--- src/sv/xtea_pkg.sv ---
// Shared types, constants and helper functions for the XTEA block cipher.
// Used by every module of the block; depends on nothing.
package xtea_pkg;

    localparam int unsigned WORD_W         = 32;
    localparam int unsigned NUM_KEYS       = 4;
    localparam int unsigned KEY_IDX_W      = 2;
    localparam int unsigned ROUNDS_DEFAULT = 32;

    localparam logic [WORD_W-1:0] DELTA = 32'h9E3779B9;

    localparam logic CMD_ENCRYPT = 1'b0;
    localparam logic CMD_DECRYPT = 1'b1;

    // Key word 3 is the most significant element, key word 0 the least.
    localparam logic [NUM_KEYS-1:0][WORD_W-1:0] KEY_RESET = {
        32'hA59E7268, 32'hBD39AEE3, 32'h7506499E, 32'h53527737
    };

    typedef logic [NUM_KEYS-1:0][WORD_W-1:0] key_t;

    typedef struct packed {
        logic              cmd;
        logic [WORD_W-1:0] left;
        logic [WORD_W-1:0] right;
    } blk_t;

    typedef struct packed {
        logic [WORD_W-1:0] left;
        logic [WORD_W-1:0] right;
    } res_t;

    function automatic logic [WORD_W-1:0] mix_word(input logic [WORD_W-1:0] w);
        return ((w << 4) ^ (w >> 5)) + w;
    endfunction

    // Round sum after k steps of delta, modulo 2^32. Only called with constants.
    function automatic logic [WORD_W-1:0] sum_at(input int unsigned k);
        logic [WORD_W-1:0] kk;
        kk = k[WORD_W-1:0];
        return kk * DELTA;
    endfunction

endpackage

--- src/sv/xtea_obuf.sv ---
// Two-entry output queue that decouples the cipher pipeline from the receiver.
// Depends on xtea_pkg for the result type.
module xtea_obuf (
    input  logic           clk,
    input  logic           rst_n,
    input  logic           push_valid,
    output logic           push_ready,
    input  xtea_pkg::res_t push_data,
    output logic           out_valid,
    input  logic           out_ready,
    output xtea_pkg::res_t out_data
);

    localparam logic [1:0] DEPTH = 2'd2;

    xtea_pkg::res_t mem [0:1];

    logic       wr_ptr_reg, wr_ptr_next;
    logic       rd_ptr_reg, rd_ptr_next;
    logic [1:0] count_reg, count_next;
    logic       push;
    logic       pop;

    // Ready depends on the fill count alone, so the receiver's ready never
    // reaches the input side combinationally.
    assign push_ready = (count_reg != DEPTH);
    assign out_valid  = (count_reg != 2'd0);
    assign out_data   = mem[rd_ptr_reg];

    always_comb
    begin
        push        = push_valid && push_ready;
        pop         = out_valid && out_ready;
        wr_ptr_next = push ? !wr_ptr_reg : wr_ptr_reg;
        rd_ptr_next = pop  ? !rd_ptr_reg : rd_ptr_reg;
        count_next  = count_reg + {1'b0, push} - {1'b0, pop};
    end

    always_ff @(posedge clk or negedge rst_n)
    begin
        if (!rst_n)
        begin
            wr_ptr_reg <= 1'b0;
            rd_ptr_reg <= 1'b0;
            count_reg  <= 2'd0;
        end
        else
        begin
            wr_ptr_reg <= wr_ptr_next;
            rd_ptr_reg <= rd_ptr_next;
            count_reg  <= count_next;
        end
    end

    always_ff @(posedge clk)
    begin
        if (push)
        begin
            mem[wr_ptr_reg] <= push_data;
        end
    end

endmodule

--- config.mk ---
export PLATFORM = sky130hd
export DESIGN_NAME = xtea_obuf
export DESIGN_NICKNAME = d
export VERILOG_FILES = /design/src/sv/xtea_pkg.sv /design/src/sv/xtea_obuf.sv
export SDC_FILE = /design/constraint.sdc
export NUM_CORES = 1
export LEC_CHECK = 0
export ABC_AREA = 1
export BUFFER_PORTS_ARGS = -buffer_cell sky130_fd_sc_hd__buf_2
export CAP_MARGIN = 15
export CORE_MARGIN = 2
export CORE_UTILIZATION = 50
export DETAILED_ROUTE_END_ITERATION = 12
export PLACE_DENSITY_LB_ADDON = 0.08
export SYNTH_ARGS = -nofsm -noshare
export SYNTH_HDL_FRONTEND = slang
export SYNTH_SLANG_ARGS = --single-unit
--- constraint.sdc ---
create_clock -name clk -period 11.9 [get_ports clk]
set_input_delay 2.38 -clock clk [delete_from_list [all_inputs] [get_ports clk]]
set_output_delay 2.38 -clock clk [all_outputs]
set_load 0.05 [all_outputs]
==> results.md <==
- The run finished with clean final reports.
- The total congestion overflow is 0.
- The die area is between 10000 and 15000 µm².
- From bottom edge to top edge, the die measures 103 µm.
- The worst path in the final design needs a cycle of ~4400 ps, including I/O delays and setup.
- The post-cts sizing count is 0.
- Headroom to the max-slew limit came out at around two fifths.
- On the worst path, the slowest cell contributes a delay of 400 ps.
- The adder-cell share of the synthesized area is less than 1%.
- After synthesis, the largest family of logic cells by area is simple AND/OR/NAND/NOR gates.
- The worst clock skew on the final layout is approximately 8.1 ps.
- The startpoint-to-endpoint class of the critical path is register to output pin.
- For this design, the CTS-stage hold fixing added 0 buffers.
- The post-route netlist has between 30% and 40% of its cells at a drive strength greater than 1.
- The layout net count is ~580.
- The post-synthesis cell count is 366.
- The total via count after detailed routing is 3030.
- For the worst setup path, the data required time is around 9500 ps.
- The total of fill cells in the finished design is 759.
- After detailed routing, the number of vias per cell comes to 4.64.
- The post-synthesis simple-gate area fraction is about 16%.
- STA classifies the critical path endpoint as an output pin.
- In this run the worst path has a maximum fanout of 42.
- The global placer's final weighted congestion is 0.776.
- During synthesis, Yosys emitted a total of 0 warnings.
- The total of max-cap violations is 0.
- The clock tree from TritonCTS is built.
- Buffers added to address setup during post-CTS repair amount to 0.
- The number of H-tree levels is 4.
- The hold path depth is 1.
- The most critical setup path has its endpoint at out_data[24].
- Yosys mapped the design onto 15 distinct sky130hd cell types.
- The worst register-to-register path begins at count_reg[0]$_DFF_PN0_.
- The relative area change from synthesis to final layout is 25.9%.
- The cell depth of the worst setup path is 5.
- In this run the cell area of the synthesized design comes to 4940 µm².
- Setup repair after global routing left no endpoint under its margin.
- The library cell used as clock root buffer is sky130_fd_sc_hd__clkbuf_8.
- The sequential area share after synthesis is 79.8%.
- Counting every net in the synthesized netlist gives about 440.
- The area of the core region is roughly 9700 µm².
- Buffers inserted during clock tree synthesis total 17.
- After layout, the worst path uses about 37% of the clock period.
- The cell row count is 36.
- For the worst flop-to-flop path, the logic depth is 5.
- The initial antenna violation count was 0.
- Once detailed placement completed, the half-perimeter wirelength came to 5.47 mm.
- The synthesized area divided by synthesized cell count is around 13 µm².
- The number of antenna cells inserted is 0.
- Data arrives at the worst endpoint at slightly below 2000 ps.
- Dividing the detail-routed wire length by the instance count gives between 10 and 15 µm.
- The remaining routing DRC violations is 0.
- From left edge to right edge, the die measures approximately 100 µm.
- For this block, the initial DRC count from the detailed router was 93.
- The effective utilization at floorplan is roughly half.
- The synthesized netlist devotes less than 1% of its cell area to compound gates.
- Before antenna repair, the detailed router went through 4 iterations.
- The aggregate routed wire length is between 8 and 9 mm.
- Summing all flip-flop and latch instances after layout gives between 3000 and 4000 µm².
- The launch point of the worst path is rd_ptr_reg$_DFFE_PN0P_.
- The pin count of the biggest net entering global routing is 66.
- The maximum clock frequency is approximately 230 MHz.
- The endpoint of the worst-slack reg-to-reg timing path is mem[1][26]$_DFFE_PP_.
- The clock net in this run drives a total of ~130 sinks.
- Input and output buffers added on the ports amount to about 130.
- The critical path startpoint category is a register.
- Once detail routing completed, the nets flagged for antenna violations numbered 0.
- The via count of the first global-routing pass is between 2000 and 3000.
- Together, buffers and inverters on the worst path number 3.
- The register with the most flip-flops in the layout has 128 of them.
- The multi-input logic area is around 830 µm².
- The synthesized-area fraction occupied by xor and xnor cells is less than 1%.
- The number of pins exceeding their max-slew limit in the final report is 0.
- In the final timing run, aggregate negative setup slack is 0 ps.
- The clock latency on the worst-skew pair is 510 ps.
- The final hold violation count is 0.
- The number of endpoints failing setup at the final stage is 0.
- The first global-routing pass estimated 13.2 mm of wire.
- The register-to-register setup slack is 9570 ps.
- Traced cell by cell, the critical path runs through inv_2, buf_12, nand2_1, nand2_1, buf_2.
- The synthesized design contains 132 register bits.
- In this run the worst hold path is classified as register to register.
- The clock tree buffer depth is 2.
- The mux contribution to synthesized area is 0%.
- Pin placement for this block handled around 130 I/O pins.
- The kind of cell with the highest combined delay along the critical path is buffers and inverters.
- The slew at the pin closest to its max-slew limit is about 900 ps.
- Across every metal layer, demand over resource in global routing totals between 10% and 20%.
- Clock-pin slew was measured on the worst setup and hold paths at ~60 ps.
- In this design, the critical path's most frequently occurring cell is sky130_fd_sc_hd__nand2_1.
- The slowest stage of the critical path belongs to the cell sky130_fd_sc_hd__dfrtp_2.
[how the worst min path moves through the flow]
stage,startpoint,end
6_report,count_reg[0]$_DFF_PN0_,count_reg[0]$_DFF_PN0_
5_1_grt,wr_ptr_reg$_DFFE_PN0P_,wr_ptr_reg$_DFFE_PN0P_
4_1_cts,count_reg[0]$_DFF_PN0_,count_reg[0]$_DFF_PN0_
3_5_place_dp,wr_ptr_reg$_DFFE_PN0P_,wr_ptr_reg$_DFFE_PN0P_
3_3_place_gp,count_reg[0]$_DFF_PN0_,count_reg[0]$_DFF_PN0_
2_1_floorplan,wr_ptr_reg$_DFFE_PN0P_,wr_ptr_reg$_DFFE_PN0P_
[cell families after synthesis]
| family | after synthesis |
|---|---|
| AOI/OAI and AO/OA | 2 |
| xor gates and xnor gates | 1 |
| adders and majority gates | 1 |
| buffers and inverters | 22 |
| DFF | 132 |
| and+or+nand+nor | 208 |
[stage by stage]
stage          hold WS [ps]  instances  setup slack [ps]  utilization (%)  area, µm²
3_3_place_gp            541        621              7630             58.5       5660
4_1_cts                 588        652              7150             64.0       6200
3_5_place_dp            572        621              7600             58.5       5660
6_report                586        653              7540             64.2       6220
2_1_floorplan           485        366              6240                -       4940
5_1_grt                 637        653              7370             64.2       6220
[final cells by class]
cell class	count	area share, %
repair buffers	137	11.4
clock buffers	18	6.72
inverters	8	0.483
flip-flops and latches	132	63.4
multi-input cells	212	13.4
well taps	133	2.68
clock inverters	13	1.89
[placed cells by master (no fill, tap or decap)]
cell type,instances
sky130_fd_sc_hd__dfrtp_2,1
sky130_fd_sc_hd__nand2_1,199
sky130_fd_sc_hd__o21ai_1,1
sky130_fd_sc_hd__nor2_4,2
sky130_fd_sc_hd__clkinvlp_4,3
sky130_fd_sc_hd__edfxtp_1,128
sky130_fd_sc_hd__clkbuf_8,1
sky130_fd_sc_hd__clkbuf_1,1
sky130_fd_sc_hd__clkbuf_16,16
sky130_fd_sc_hd__ha_1,1
sky130_fd_sc_hd__dfrtp_1,3
sky130_fd_sc_hd__clkinv_2,4
sky130_fd_sc_hd__nand3_1,2
sky130_fd_sc_hd__xor2_1,1
sky130_fd_sc_hd__inv_1,7
sky130_fd_sc_hd__buf_4,3
sky130_fd_sc_hd__buf_2,133
sky130_fd_sc_hd__inv_2,1
sky130_fd_sc_hd__nand2_2,2
sky130_fd_sc_hd__clkinv_1,4
sky130_fd_sc_hd__buf_12,1
sky130_fd_sc_hd__nor2_1,3
sky130_fd_sc_hd__a21oi_1,1
sky130_fd_sc_hd__bufinv_16,2
[cells in the mapped netlist]
master | number | area [µm²]
sky130_fd_sc_hd__o21ai_1 | 1 | 5.00
sky130_fd_sc_hd__dfrtp_1 | 4 | 100
sky130_fd_sc_hd__nand2_2 | 2 | 12.5
sky130_fd_sc_hd__a21oi_1 | 1 | 5.00
sky130_fd_sc_hd__buf_6 | 12 | 135
sky130_fd_sc_hd__nor2_1 | 5 | 18.8
sky130_fd_sc_hd__xor2_1 | 1 | 8.76
sky130_fd_sc_hd__clkbuf_1 | 1 | 3.75
sky130_fd_sc_hd__buf_4 | 1 | 7.51
sky130_fd_sc_hd__nand3_1 | 2 | 10.0
sky130_fd_sc_hd__inv_2 | 1 | 3.75
sky130_fd_sc_hd__ha_1 | 1 | 12.5
sky130_fd_sc_hd__edfxtp_1 | 128 | 3840
sky130_fd_sc_hd__inv_1 | 7 | 26.3
sky130_fd_sc_hd__nand2_1 | 199 | 747
[layer usage]
metal  track usage, %  up-vias  part of all wire (%)
met5                0        -                     0
met4             7.79        0                   1.0
met2             27.8       99                    49
met1             19.9     1409                    43
met3             7.33        7                   7.1
li1                 -     1515                     -
Power is not shown: default switching activity piles up to over one toggle a cycle in this logic, so the estimate is an artifact.
